[src/hw/rtl/imhq_pkg.sv]
// Package for the indexed min-heap queue: modes, status codes, limits, helpers.
// Used by the controller, datapath, top level and checker.
package imhq_pkg;
   localparam int MaxElemsDefault = 255;
   localparam int IdW  = 8;
   localparam int KeyW = 32;
   localparam int SlotW = 8;

   localparam logic [1:0] MODE_INSERT = 2'd0;
   localparam logic [1:0] MODE_REMOVE = 2'd1;
   localparam logic [1:0] MODE_QUERY  = 2'd2;

   localparam logic [1:0] STAT_DONE  = 2'd0;
   localparam logic [1:0] STAT_BADID = 2'd1;
   localparam logic [1:0] STAT_EMPTY = 2'd2;

   // datapath commands
   typedef enum logic [3:0] {
      CMD_NONE, CMD_CLEAR, CMD_LATCH, CMD_START_UPD, CMD_START_NEW, CMD_RD_TOP,
      CMD_RM_LAST, CMD_RM_GET, CMD_RD_PARENT, CMD_UP_STEP, CMD_RD_LEFT,
      CMD_RD_RIGHT, CMD_DN_STEP, CMD_PLACE, CMD_RD_ELEM, CMD_LATCH_ELEM
   } cmd_type;

   typedef struct packed {
      cmd_type cmd;
      logic    set_status;
   } dp_ctrl_type;

   typedef struct packed {
      logic clear_done;
      logic up_go;     // parent key strictly greater
      logic at_root;
      logic dn_has_l;
      logic dn_go;     // chosen child strictly less
      logic id_ok;
      logic present;
      logic empty;
      logic full;
      logic [1:0] mode;
   } dp_stat_type;

   function automatic logic key_lt(input logic signed [KeyW-1:0] a,
                                   input logic signed [KeyW-1:0] b);
      key_lt = a < b;
   endfunction
endpackage

[src/hw/rtl/imhq_ctrl.sv]
// Controller of the min-heap queue: sequences reads, compares and writes of a sift.
// Depends on imhq_pkg; drives imhq_datapath.
module imhq_ctrl (
   input  logic                  clock,
   input  logic                  reset,
   input  logic                  start,
   output logic                  busy,
   output logic                  rsp_valid,
   input  imhq_pkg::dp_stat_type stat,
   output imhq_pkg::dp_ctrl_type ctrl
);
   import imhq_pkg::*;

   typedef enum logic [15:0] {
      S_CLEAR   = 16'h0001, S_IDLE   = 16'h0002, S_POS    = 16'h0004,
      S_DISP    = 16'h0008, S_RM_LAST = 16'h0010, S_RM_GET = 16'h0020,
      S_UP_RD   = 16'h0040, S_UP_CMP = 16'h0080, S_DN_L   = 16'h0100,
      S_DN_R    = 16'h0200, S_DN_CMP = 16'h0400, S_PLACE  = 16'h0800,
      S_RPT     = 16'h1000, S_RPT_W  = 16'h2000, S_RPT_E  = 16'h4000,
      S_DONE    = 16'h8000
   } state_type;

   state_type state_ff, state_in;
   logic upd_ff, upd_in;

   always_comb begin
      state_in = state_ff; upd_in = upd_ff;
      ctrl.cmd = CMD_NONE; ctrl.set_status = 1'b0;
      rsp_valid = 1'b0;
      case (state_ff)
         S_CLEAR: begin
            ctrl.cmd = CMD_CLEAR;
            if (stat.clear_done) state_in = S_IDLE;
         end
         S_IDLE: begin
            if (start) begin
               ctrl.cmd = CMD_LATCH; state_in = S_POS;
            end
         end
         S_POS: state_in = S_DISP;   // position store read settles
         S_DISP: begin
            ctrl.set_status = 1'b1;
            upd_in = 1'b0;
            state_in = S_RPT;
            if (stat.mode == MODE_INSERT && stat.id_ok) begin
               if (stat.present) begin
                  ctrl.cmd = CMD_START_UPD; upd_in = 1'b1; state_in = S_UP_RD;
               end else if (!stat.full) begin
                  ctrl.cmd = CMD_START_NEW; state_in = S_UP_RD;
               end
            end else if (stat.mode == MODE_REMOVE && !stat.empty) begin
               ctrl.cmd = CMD_RD_TOP; state_in = S_RM_LAST;
            end
         end
         // remove: drop top id, fetch last slot, sink it from the root
         S_RM_LAST: begin
            ctrl.cmd = CMD_RM_LAST; state_in = S_RM_GET;
         end
         S_RM_GET: begin
            ctrl.cmd = CMD_RM_GET;
            state_in = stat.empty ? S_RPT : S_DN_L;
         end
         // sift up
         S_UP_RD: begin
            if (stat.at_root) state_in = upd_ff ? S_DN_L : S_PLACE;
            else begin
               ctrl.cmd = CMD_RD_PARENT; state_in = S_UP_CMP;
            end
         end
         S_UP_CMP: begin
            if (stat.up_go) begin
               ctrl.cmd = CMD_UP_STEP; state_in = S_UP_RD;
            end else state_in = upd_ff ? S_DN_L : S_PLACE;
         end
         // sift down
         S_DN_L: begin
            if (!stat.dn_has_l) state_in = S_PLACE;
            else begin
               ctrl.cmd = CMD_RD_LEFT; state_in = S_DN_R;
            end
         end
         S_DN_R: begin
            ctrl.cmd = CMD_RD_RIGHT; state_in = S_DN_CMP;
         end
         S_DN_CMP: begin
            if (stat.dn_go) begin
               ctrl.cmd = CMD_DN_STEP; state_in = S_DN_L;
            end else state_in = S_PLACE;
         end
         S_PLACE: begin
            ctrl.cmd = CMD_PLACE; state_in = S_RPT;
         end
         S_RPT: begin
            ctrl.cmd = CMD_RD_TOP; state_in = S_RPT_W;
         end
         S_RPT_W: begin
            ctrl.cmd = CMD_RD_ELEM; state_in = S_RPT_E;
         end
         S_RPT_E: begin
            ctrl.cmd = CMD_LATCH_ELEM; state_in = S_DONE;
         end
         S_DONE: begin
            rsp_valid = 1'b1; state_in = S_IDLE;
         end
         default: state_in = S_IDLE;
      endcase
   end

   assign busy = (state_ff != S_IDLE);

   always_ff @(posedge clock) begin
      if (reset) begin
         state_ff <= S_CLEAR; upd_ff <= 1'b0;
      end else begin
         state_ff <= state_in; upd_ff <= upd_in;
      end
   end
endmodule

[config.mk]
export PLATFORM = sky130hd
export DESIGN_NAME = imhq_ctrl
export DESIGN_NICKNAME = d
export VERILOG_FILES = /design/src/hw/rtl/imhq_pkg.sv /design/src/hw/rtl/imhq_ctrl.sv
export SDC_FILE = /design/constraint.sdc
export NUM_CORES = 1
export LEC_CHECK = 0
export BUFFER_PORTS_ARGS = -buffer_cell sky130_fd_sc_hd__buf_2
export CAP_MARGIN = 15
export CORE_ASPECT_RATIO = 1.1
export CORE_MARGIN = 2
export CORE_UTILIZATION = 59
export DETAILED_ROUTE_END_ITERATION = 8
export PLACE_DENSITY = 0.84
export SLEW_MARGIN = 20
export SYNTH_ARGS = -nofsm -noshare
export SYNTH_HDL_FRONTEND = slang
export SYNTH_SLANG_ARGS = --single-unit
[constraint.sdc]
create_clock -name clock -period 4.4 [get_ports clock]
set_input_delay 0.22 -clock clock [delete_from_list [all_inputs] [get_ports clock]]
set_output_delay 0.22 -clock clock [all_outputs]
set_load 0.05 [all_outputs]
==> results of run 1 <==
==> placed cells by master (no fill, tap or decap), types with 2 or more instances in the layout <==
| cell type | synthesis | layout |
|---|---|---|
| sky130_fd_sc_hd__o22ai_1 | 2 | 2 |
| sky130_fd_sc_hd__dfxtp_1 | 17 | 17 |
| sky130_fd_sc_hd__nor4_1 | 10 | 10 |
| sky130_fd_sc_hd__nor2b_1 | 2 | 2 |
| sky130_fd_sc_hd__nand2_1 | 13 | 13 |
| sky130_fd_sc_hd__inv_1 | 6 | 6 |
| sky130_fd_sc_hd__nand4_1 | 7 | 7 |
| sky130_fd_sc_hd__a31oi_1 | 2 | 2 |
| sky130_fd_sc_hd__nor3_1 | 7 | 7 |
| sky130_fd_sc_hd__nand3_1 | 4 | 4 |
| sky130_fd_sc_hd__xnor2_1 | 2 | 2 |
| sky130_fd_sc_hd__or3_1 | 2 | 2 |
| sky130_fd_sc_hd__or4_1 | 3 | 3 |
| sky130_fd_sc_hd__or4b_2 | 5 | 5 |
| sky130_fd_sc_hd__nor4b_1 | 6 | 6 |
| sky130_fd_sc_hd__a21oi_1 | 2 | 2 |
| sky130_fd_sc_hd__nor2_1 | 15 | 15 |
| sky130_fd_sc_hd__buf_2 | 2 | 20 |
| sky130_fd_sc_hd__clkbuf_4 | 0 | 3 |
| sky130_fd_sc_hd__nand2b_1 | 5 | 5 |
| sky130_fd_sc_hd__o21ai_0 | 3 | 3 |
==> power breakdown <==
group / switching, uW / total [uW] / leakage, uW / internal [uW]
combinational: 33.2 / 51.1 / 0.000340 / 17.9
sequential: 4.46 / 161 / 0.000138 / 156
clock: 47.7 / 82.8 / 0.0000150 / 35.1
total: 85.3 / 294 / 0.000493 / 209
==> logic make-up after synthesis <==
family | count (synthesis) | share of synthesized area, %
simple gates | 90 | 48.63
xor+xnor | 3 | 2.216
flops | 17 | 28.69
buf+inv | 16 | 6.012
compound gates | 23 | 14.45
==> cell type report <==
type | instances | share of cell area [%]
flip-flops and latches | 17 | 26.05
repair buffers | 21 | 8.238
clock buffers | 4 | 2.011
multi-input cells | 116 | 59.29
inverters | 6 | 1.724
well taps | 28 | 2.682
==> state kept, by name (all words and copies together), names as in the netlist <==
signal,cells
state_ff,16
upd_ff,1
==> cell usage after synthesis, types with 2 or more instances <==
library cell and count:
sky130_fd_sc_hd__a21oi_1 2, sky130_fd_sc_hd__a31oi_1 2, sky130_fd_sc_hd__buf_2 2, sky130_fd_sc_hd__clkbuf_1 6
sky130_fd_sc_hd__dfxtp_1 17, sky130_fd_sc_hd__inv_1 6, sky130_fd_sc_hd__nand2_1 13, sky130_fd_sc_hd__nand2b_1 5
sky130_fd_sc_hd__nand3_1 4, sky130_fd_sc_hd__nand4_1 7, sky130_fd_sc_hd__nor2_1 15, sky130_fd_sc_hd__nor2b_1 2
sky130_fd_sc_hd__nor3_1 7, sky130_fd_sc_hd__nor4_1 10, sky130_fd_sc_hd__nor4b_1 6, sky130_fd_sc_hd__o21ai_0 3
sky130_fd_sc_hd__o22ai_1 2, sky130_fd_sc_hd__or3_1 2, sky130_fd_sc_hd__or4_1 3, sky130_fd_sc_hd__or4b_2 5
sky130_fd_sc_hd__xnor2_1 2
==> worst max path at each step <==
stage,to,start,slack (ns)
global route,ctrl[1],state_ff[8]$_SDFFE_PP0P_,1.30
finish,ctrl[3],state_ff[2]$_SDFFE_PP0P_,1.44
global placement,ctrl[4],state_ff[8]$_SDFFE_PP0P_,1.95
detailed placement,ctrl[3],state_ff[1]$_SDFFE_PP0P_,1.83
CTS,ctrl[3],state_ff[2]$_SDFFE_PP0P_,1.50
floorplan,ctrl[2],state_ff[8]$_SDFFE_PP0P_,0.94
==> metrics by stage <==
stage	setup slack (ns)	hold slack (ns)	utilization (%)	power (uW)	instance area, um^2
global placement	1.948	0.4247	65.41	212.9	1280
detailed placement	1.830	0.4311	65.41	214.1	1280
global route	1.299	0.1097	66.75	308.3	1306
finish	1.439	0.1243	66.75	294.5	1306
CTS	1.503	0.1190	66.75	295.9	1306
floorplan	0.9369	0.2972	-	197.8	1186
==> layer usage <==
metal / vias up / wire (um) / share of wire (%)
met4: 0 / 54 / 1.8
met2: 70 / 1463 / 49
li1: 601 / - / -
met5: - / 0 / 0
met1: 597 / 1226 / 41
met3: 12 / 271 / 9.0
==> flow_summary_export.csv, run 1 <==
group,metric,value,unit
synth,yosys_warnings,0,
floorplanning,core-area,1957,um^2
layout,drive_gt1_share,23.78,%
layout,multi_input_comb_area,774.5,um^2
layout,synthToLayoutAreaGrowth,10.13,%
timing,timing.slew.headroom,41.14,%
detailed_routing,via_count,1280,
synth,synthFlopType,"sky130_fd_sc_hd__dfxtp_1",
placement,place.port_buffers,20,
power,ir_drop,0.1775,mV
global_routing,grt_most_used_layer,"met2",
timing,final-setup-viol-count,0,
synth,synth_enable_flop_cells,0,
setup_path,critical-path-slowest-cell,"sky130_fd_sc_hd__nor4_1",
synth,postSynthCellCount,149,
clock_network,cts.sink_count,17,
timing,slew_violations,0,
setup_path,timing.critical_path.fanout_max,8,
setup_path,worstReg2RegEnd,"state_ff[8]$_SDFFE_PP0P_",
clock_network,tritoncts_clock_tree,"built",
worst_hold_path,min_path_cells,2,
global_routing,grt_antenna_before_repair,0,
detailed_routing,detail_route.iter0.violations,77,
setup_path,timing.setup.critical_path_class,"register to output pin",
detailed_routing,route.detailed.vias_per_inst,6.667,
setup_path,r2r_cells,5,
setup_path,rr_startpoint,"state_ff[2]$_SDFFE_PP0P_",
timing,finalCritPeriodShare,67.30,%
flow_run,cap_violations,0,
global_routing,pin_count_of_the_biggest_net_entering_global_routing,17,
floorplanning,fp-row-count,17,
setup_path,critPathMaxStageDelay,0.76,ns
synth,synth_cell_type_count,49,
clock_network,cts_setup_buffers,0,
layout,layout.area.seq,340.3,um^2
placement,hpwl,2.250,mm
global_routing,grt_util_met1,35.96,%
clock_network,cts-buffers-inserted,3,
floorplanning,die_height,51.03,um
setup_path,setup.reg_to_reg.worst_slack,2.16,ns
layout,finish.net_count,179,
synth,synth_net_count,163,
clock_network,clk_latency_worst_skew_pair,0.28,ns
detailed_routing,dr.pass1.iters,5,
detailed_routing,route.detailed.drc,0,
timing,tns,0,ns
global_routing,grt_util_met2,44.68,%
timing,final.setup_skew,0.005286,ns
setup_path,end_kind,"output pin",
floorplanning,io_pins,21,
synth,synth_seq_area_share,28.69,%
worst_hold_path,min_delay_worst_endpoint,"state_ff[0]$_SDFFE_PP1P_",
setup_path,cp-start-kind,"register",
floorplanning,initial_utilization,60.61,%
setup_path,crit_path_cell_trace,"nor4_1 > nand3_1 > nor4_1 > nand2_1 > or4b_2 > buf_2",
floorplanning,die_x,46.75,um
timing,fin_crit,2.961,ns
synth,post-synth-top-area-cell,"sky130_fd_sc_hd__dfxtp_1",
clock_network,clk_root_buffer_cell,"sky130_fd_sc_hd__clkbuf_4",
detailed_routing,detailed_route_wire_length,3.016,mm
synth,syn_area,1186,um^2
worst_hold_path,hold_path.class,"input port to register",
floorplanning,die_area,2385,um^2
setup_path,data_required_time_of_the_critical_path,4.18,ns
timing,rsz0062_at_grt,"no",
setup_path,critical_path.n_buffers_inverters,1,
synth,async_set_or_reset_flop_fraction_in_the_synthesized_netlist,0,%
clock_network,cts_repair_resize_count,0,
power,static-leakage-power,0.0004930,uW
global_routing,grt_pass1_vias,1140,
global_routing,grt_use_total,27.92,%
global_routing,groute.layer.met3.usage,6.714,%
synth,yosys_register_bits,17,
synth,synth_top_area_share,28.69,%
clock_network,clkTransAtPathRegs,0.10,ns
clock_network,cts_h_tree_depth,1,
global_routing,grt_overflow,0,
layout,nFillCells,193,
timing,achievable-frequency,0.3377,GHz
detailed_routing,post_drt_wl_per_cell,15.71,um
global_routing,grt_pass1_wl,4.933,mm
setup_path,cp.arrival,2.74,ns
clock_network,cts_hold_buffers,0,
timing,tightest_slew,0.8757,ns
setup_path,cp_num_cells,6,
timing,report.final.hold_viol_count,0,
synth,syn_area_per_cell,7.961,um^2
synth,yosys-top-cells-area,"sky130_fd_sc_hd__dfxtp_1 (29%), sky130_fd_sc_hd__nor4_1 (5.3%), sky130_fd_sc_hd__nor2_1 (4.7%), sky130_fd_sc_hd__nor4b_1 (4.4%), sky130_fd_sc_hd__or4b_2 (4.2%)",
placement,routabilityCongestion,0.9042,
outcome,outcome,"finished, final reports clean",
layout,n_antenna_cell,0,
power,cellPowerDensity,225.4,nW/um^2
worst_hold_path,worstHoldStart,"stat[10]",
clock_network,cts-root-to-sink-buffers,2,
detailed_routing,drt_antenna_net_count,0,
setup_path,most_frequent_cell_on_critical_path,"sky130_fd_sc_hd__nor4_1",
placement,placedCellCount,188,
setup_path,timing.critical_path.max_delay_family,"simple AND/OR/NAND/NOR gates",
layout,final_cells,192,
No activity file was read; power rests on OpenSTA's default activity.
==> run 2: changes to the inputs <==
--- a/config.mk
+++ b/config.mk
@@ -9,9 +9,9 @@
 export CAP_MARGIN = 15
 export CORE_ASPECT_RATIO = 1.1
 export CORE_MARGIN = 2
-export CORE_UTILIZATION = 59
+export CORE_UTILIZATION = 55
 export DETAILED_ROUTE_END_ITERATION = 8
-export PLACE_DENSITY = 0.84
+export PLACE_DENSITY = 0.79
 export SLEW_MARGIN = 20
 export SYNTH_ARGS = -nofsm -noshare
 export SYNTH_HDL_FRONTEND = slang
==> constraint.sdc (replaced) <==
create_clock -name clock -period 2.79 [get_ports clock]
set_input_delay 0.1395 -clock clock [delete_from_list [all_inputs] [get_ports clock]]
set_output_delay 0.1395 -clock clock [all_outputs]
set_load 0.05 [all_outputs]
==> run 2 against run 1 <==
  * Clock-buffer cell count did not move
  * Worst setup slack worse by 1.3 ns
  * Worst hold slack worse by 0.073 ns
  * Register-to-register slack got worse by 1.4 ns
  * Global-route usage decreased by 0.89 points
  * Flip-flop and latch count unchanged
  * Wire length decreased by 3.1%
  * Total power grew 59%
  * Via count decreased by 2.6%
  * Critical endpoint is now ctrl[2]
==> flow_summary_export.csv, run 2 (synthesis results as in run 1) <==
group,metric,value,unit
clock_network,cts-buffers-inserted,3,
power,static-leakage-power,0.0005079,uW
setup_path,crit_path_cell_trace,"or4_1 > nor2_1 > nand2_1 > o211a_1 > o311ai_1 > buf_2",
setup_path,timing.critical_path.fanout_max,8,
worst_hold_path,hold_path.class,"input port to register",
timing,achievable-frequency,0.3829,GHz
timing,tns,0,ns
global_routing,grt_antenna_before_repair,0,
setup_path,timing.critical_path.max_delay_family,"simple AND/OR/NAND/NOR gates",
setup_path,cp-start-kind,"register",
layout,synthToLayoutAreaGrowth,12.55,%
timing,tightest_slew,0.6185,ns
clock_network,cts_hold_buffers,0,
timing,rsz0062_at_grt,"no",
floorplanning,core-area,2021,um^2
clock_network,cts_h_tree_depth,1,
setup_path,cp-startpoint,"state_ff[4]$_SDFFE_PP0P_",
timing,fin_crit,2.611,ns
clock_network,clk_latency_worst_skew_pair,0.29,ns
timing,finalCritPeriodShare,93.60,%
clock_network,cts_repair_resize_count,0,
layout,largest_register_ffs,16,
setup_path,timing.setup.critical_path_class,"register to output pin",
timing,report.final.hold_viol_count,0,
layout,drive_gt1_share,25.75,%
detailed_routing,post_drt_wl_per_cell,14.99,um
placement,hpwl,2.239,mm
detailed_routing,route.detailed.drc,0,
detailed_routing,drt_antenna_net_count,0,
clock_network,cts-root-to-sink-buffers,2,
power,post-layout-total-power,469.2,uW
setup_path,data_required_time_of_the_critical_path,2.65,ns
outcome,outcome,"finished, final reports clean",
layout,top_regs,"state_ff: 16 flops, upd_ff: 1 flops",
clock_network,tritoncts_clock_tree,"built",
detailed_routing,detailed_route_wire_length,2.924,mm
clock_network,clk_root_buffer_cell,"sky130_fd_sc_hd__clkbuf_4",
floorplanning,die_x,48.28,um
floorplanning,io_pins,21,
global_routing,grt_use_total,27.03,%
timing,slew_violations,0,
setup_path,cp.arrival,2.47,ns
layout,finalCoreUtilization,66.07,%
detailed_routing,route.detailed.vias_per_inst,6.395,
power,cellPowerDensity,351.5,nW/um^2
placement,place.port_buffers,20,
floorplanning,die_height,52.71,um
timing,final-setup-viol-count,0,
timing,worst_hold_slack,0.05115,ns
timing,timing.slew.headroom,58.39,%
timing,final.setup_skew,0.003050,ns
flow_run,cap_violations,0,
detailed_routing,dr.pass1.iters,4,
floorplanning,die_area,2545,um^2
setup_path,critPathMaxStageDelay,0.61,ns
power,ir_drop,0.3024,mV
placement,routabilityCongestion,0.8545,
floorplanning,initial_utilization,58.70,%
setup_path,critical-path-slowest-cell,"sky130_fd_sc_hd__or4_1",
global_routing,grt_pass1_vias,1189,
clock_network,cts_setup_buffers,0,
layout,layout_commonest_cell,"sky130_fd_sc_hd__buf_2",
layout,largest_register,"state_ff",
clock_network,cts.sink_count,17,
layout,n_antenna_cell,0,
setup_path,critical_path.n_buffers_inverters,1,
layout,finish.net_count,182,
global_routing,grt_pass1_wl,4.995,mm
detailed_routing,detail_route.iter0.violations,45,
setup_path,end_kind,"output pin",
setup_path,rr_startpoint,"state_ff[12]$_SDFFE_PP0P_",
clock_network,clkTransAtPathRegs,0.10,ns
detailed_routing,via_count,1247,
worst_hold_path,worstHoldStart,"stat[10]",
global_routing,pin_count_of_the_biggest_net_entering_global_routing,17,
global_routing,grt_overflow,0,
floorplanning,fp-row-count,17,
layout,layout_common_cells,"sky130_fd_sc_hd__buf_2 (20), sky130_fd_sc_hd__dfxtp_1 (17), sky130_fd_sc_hd__nor2_1 (15), sky130_fd_sc_hd__nand2_1 (13), sky130_fd_sc_hd__nor4_1 (9)",
==> run 2: changes by cell type in the layout (fill, tap and decap cells not counted) <==
cell,previous run,this run
sky130_fd_sc_hd__buf_4,1,4
sky130_fd_sc_hd__nor4_1,10,9
sky130_fd_sc_hd__nor4_2,1,2
sky130_fd_sc_hd__o311ai_0,1,0
sky130_fd_sc_hd__o311ai_1,0,1
==> run 2: power by group <==
part | internal [uW] | switching, uW | leakage, uW
clock network | 55.7 | 77.4 | 0.0000150
registers | 246 | 7.53 | 0.000138
logic | 30.3 | 52.2 | 0.000355
total | 332 | 137 | 0.000508
==> run 2: worst paths after layout <==
check                                           endpoint  slack, ns  depth (start not counted)
worst max-delay path                             ctrl[2]       0.18                          6
worst min-delay path            state_ff[0]$_SDFFE_PP1P_       0.05                          2
worst max register to register       upd_ff$_SDFFE_PP0P_       0.77                          5
worst min register to register       upd_ff$_SDFFE_PP0P_       0.49                          2
==> run 2: worst reg2reg max path, stage by stage (launching register included) <==
cell and delay, ns:
sky130_fd_sc_hd__dfxtp_1 0.36, sky130_fd_sc_hd__or4_1 0.66, sky130_fd_sc_hd__nor3_4 0.22, sky130_fd_sc_hd__nand4_4 0.19, sky130_fd_sc_hd__or3_1 0.41, sky130_fd_sc_hd__a21oi_2 0.13
==> run 2: layout make-up <==
type | count | area [um^2]
clock buffers | 4 | 26.28
well taps | 28 | 35.03
fillers | 185 | 685.7
multi-input cells | 116 | 780.7
flip-flops and latches | 17 | 340.3
repair buffers | 24 | 130.1
inverters | 6 | 22.52
==> run 2: layer usage <==
layer / vias to the layer above / share of wire (%) / global-route usage [%]
met5: - / 0 / 0
met4: 0 / 1.4 / 9.459
met2: 66 / 48 / 43.42
met1: 572 / 42 / 35.22
li1: 603 / - / -
met3: 6 / 8.4 / 4.483
==> run 2: stage by stage <==
step	setup WS [ns]	cells	area [um^2]
6_report	0.1785	195	1335
5_1_grt	0.05267	195	1335
4_1_cts	0.1918	195	1335
2_1_floorplan	0.005692	149	1192
3_5_place_dp	0.5244	191	1309
3_3_place_gp	0.5423	191	1309
==> run 3: changes to the inputs <==
--- a/config.mk
+++ b/config.mk
@@ -11,7 +11,7 @@
 export CORE_MARGIN = 2
 export CORE_UTILIZATION = 55
 export DETAILED_ROUTE_END_ITERATION = 8
-export PLACE_DENSITY = 0.79
+export PLACE_DENSITY = 0.76
 export SLEW_MARGIN = 20
 export SYNTH_ARGS = -nofsm -noshare
 export SYNTH_HDL_FRONTEND = slang
==> run 3 against run 2 <==
  * Die area stayed put
  * Clock skew hardly changed
  * Clock-buffer cell count stayed put
  * Worst setup slack better by 0.015 ns
  * Combinational power is 1% lower
  * Global-route usage is 0.93 points lower
  * Core utilization is 0.74 points higher
  * Sequential power hardly changed
  * Critical path type unchanged
  * Critical endpoint unchanged
==> flow_summary_export.csv, run 3 (synthesis results as in run 1) <==
group,metric,value,unit
setup_path,worst_setup_path_endpoint,"ctrl[2]",
floorplanning,die_height,52.71,um
clock_network,cts-buffers-inserted,3,
layout,n_antenna_cell,0,
detailed_routing,detailed_route_wire_length,2.859,mm
worst_hold_path,hold_path.class,"input port to register",
timing,slew_violations,0,
power,post-layout-total-power,464.6,uW
global_routing,grt_pass1_wl,4.795,mm
layout,finish.net_count,184,
detailed_routing,route.detailed.drc,0,
detailed_routing,post_drt_wl_per_cell,14.51,um
setup_path,worstReg2RegEnd,"upd_ff$_SDFFE_PP0P_",
placement,dpl-instance-area,1301,um^2
layout,finalCoreUtilization,66.81,%
timing,finalCritPeriodShare,93.06,%
setup_path,r2r_cells,5,
setup_path,timing.critical_path.fanout_max,8,
setup_path,cp.arrival,2.46,ns
timing,final.setup_skew,0.003445,ns
layout,final_design_area_no_fill,1350,um^2
detailed_routing,via_count,1246,
timing,report.final.hold_viol_count,0,
setup_path,timing.setup.critical_path_class,"register to output pin",
detailed_routing,route.detailed.vias_per_inst,6.325,
layout,largest_register,"state_ff",
setup_path,cp-start-kind,"register",
timing,final-setup-viol-count,0,
floorplanning,die_x,48.28,um
setup_path,critPathMaxStageDelay,0.61,ns
clock_network,clk_root_buffer_cell,"sky130_fd_sc_hd__clkbuf_4",
clock_network,cts_h_tree_depth,1,
clock_network,cts.sink_count,17,
setup_path,cp-startpoint,"state_ff[4]$_SDFFE_PP0P_",
setup_path,end_kind,"output pin",
global_routing,grt_pass1_vias,1094,
floorplanning,fp-row-count,17,
power,ir_drop,0.2469,mV
layout,largest_register_ffs,16,
global_routing,grt_overflow,0,
placement,routabilityCongestion,0.8421,
timing,achievable-frequency,0.3852,GHz
detailed_routing,dr.pass1.iters,4,
floorplanning,io_pins,21,
placement,place.port_buffers,20,
power,static-leakage-power,0.0005162,uW
outcome,outcome,"finished, final reports clean",
detailed_routing,detail_route.iter0.violations,28,
setup_path,crit_path_cell_trace,"or4_1 > nor2_1 > nand2_1 > o211a_1 > o311ai_1 > buf_2",
setup_path,data_required_time_of_the_critical_path,2.65,ns
timing,timing.slew.headroom,55.09,%
clock_network,cts_hold_buffers,0,
layout,layout_commonest_cell,"sky130_fd_sc_hd__buf_2",
detailed_routing,drt_antenna_net_count,0,
global_routing,pin_count_of_the_biggest_net_entering_global_routing,17,
timing,rsz0062_at_grt,"no",
layout,top_regs,"state_ff: 16 flops, upd_ff: 1 flops",
timing,fin_crit,2.596,ns
setup_path,setup.reg_to_reg.worst_slack,0.74,ns
global_routing,grt_use_total,26.10,%
clock_network,clk_latency_worst_skew_pair,0.28,ns
flow_run,cap_violations,0,
floorplanning,initial_utilization,58.70,%
timing,tns,0,ns
timing,tightest_slew,0.6675,ns
clock_network,clkTransAtPathRegs,0.10,ns
layout,synthToLayoutAreaGrowth,13.82,%
floorplanning,core-area,2021,um^2
setup_path,critical-path-slowest-cell,"sky130_fd_sc_hd__or4_1",
layout,layout_common_cells,"sky130_fd_sc_hd__buf_2 (20), sky130_fd_sc_hd__dfxtp_1 (17), sky130_fd_sc_hd__nor2_1 (15), sky130_fd_sc_hd__nand2_1 (13), sky130_fd_sc_hd__nor4_1 (9)",
placement,hpwl,2.205,mm
floorplanning,die_area,2545,um^2
power,cellPowerDensity,344.1,nW/um^2
clock_network,cts-root-to-sink-buffers,2,
clock_network,tritoncts_clock_tree,"built",
setup_path,rr_startpoint,"state_ff[12]$_SDFFE_PP0P_",
global_routing,grt_antenna_before_repair,0,
layout,drive_gt1_share,26.63,%
[run 3: routing by layer]
metal	GRT usage, %	wire length, um	vias up
li1	-	-	611
met1	35.83	1273	584
met2	39.91	1362	45
met3	3.103	169	6
met4	10.81	55	0
met5	0	0	-
[run 3: repair_timing]
item,in CTS,in global routing
hold endpoints to repair,0,0
endpoints found under the setup margin,0,1
buffers inserted,0,3
gates resized for setup,0,0
[run 3: critical path, delay by kind of cell, from the launching register on]
kind	cells	cell delay, ns
and+or+nand+nor	3	1.08
DFF	1	0.41
AOI/OAI and AO/OA	2	0.37
buffers and inverters	1	0.31
[run 3: cell type report]
type / count / area [um^2]
multi-input combinational: 116 / 780.7
sequential: 17 / 340.3
fill: 191 / 670.6
clock buffer: 4 / 26.28
tap: 28 / 35.03
inverter: 6 / 22.52
timing repair buffer: 26 / 145.1
[run 3: power breakdown]
part	internal (uW)	switching [uW]	leakage, uW
combinational	30.3	51.3	0.000364
sequential	246	7.32	0.000138
clock	55.5	74.0	0.0000150
total	332	133	0.000516
[run 3: how the worst min path moves through the flow]
| stage | startpoint | depth (start not counted) | slack, ns | to |
|---|---|---|---|---|
| final | stat[10] | 2 | 0.06 | state_ff[0]$_SDFFE_PP1P_ |
| after CTS | stat[10] | 2 | 0.05 | state_ff[0]$_SDFFE_PP1P_ |
| after global placement | stat[10] | 2 | 0.35 | state_ff[0]$_SDFFE_PP1P_ |
| after global routing | stat[10] | 2 | 0.05 | state_ff[0]$_SDFFE_PP1P_ |
| after floorplan | reset | 1 | 0.22 | state_ff[10]$_SDFFE_PP0P_ |
| after detailed placement | stat[10] | 2 | 0.36 | state_ff[0]$_SDFFE_PP1P_ |
[run 3: stage by stage]
step	hold WS (ns)	std cells	setup slack, ns
2_1_floorplan	0.2167	149	0.005692
3_3_place_gp	0.3541	190	0.5453
3_5_place_dp	0.3590	190	0.5250
4_1_cts	0.04892	194	0.1940
5_1_grt	0.04983	197	0.04975
6_report	0.05517	197	0.1937
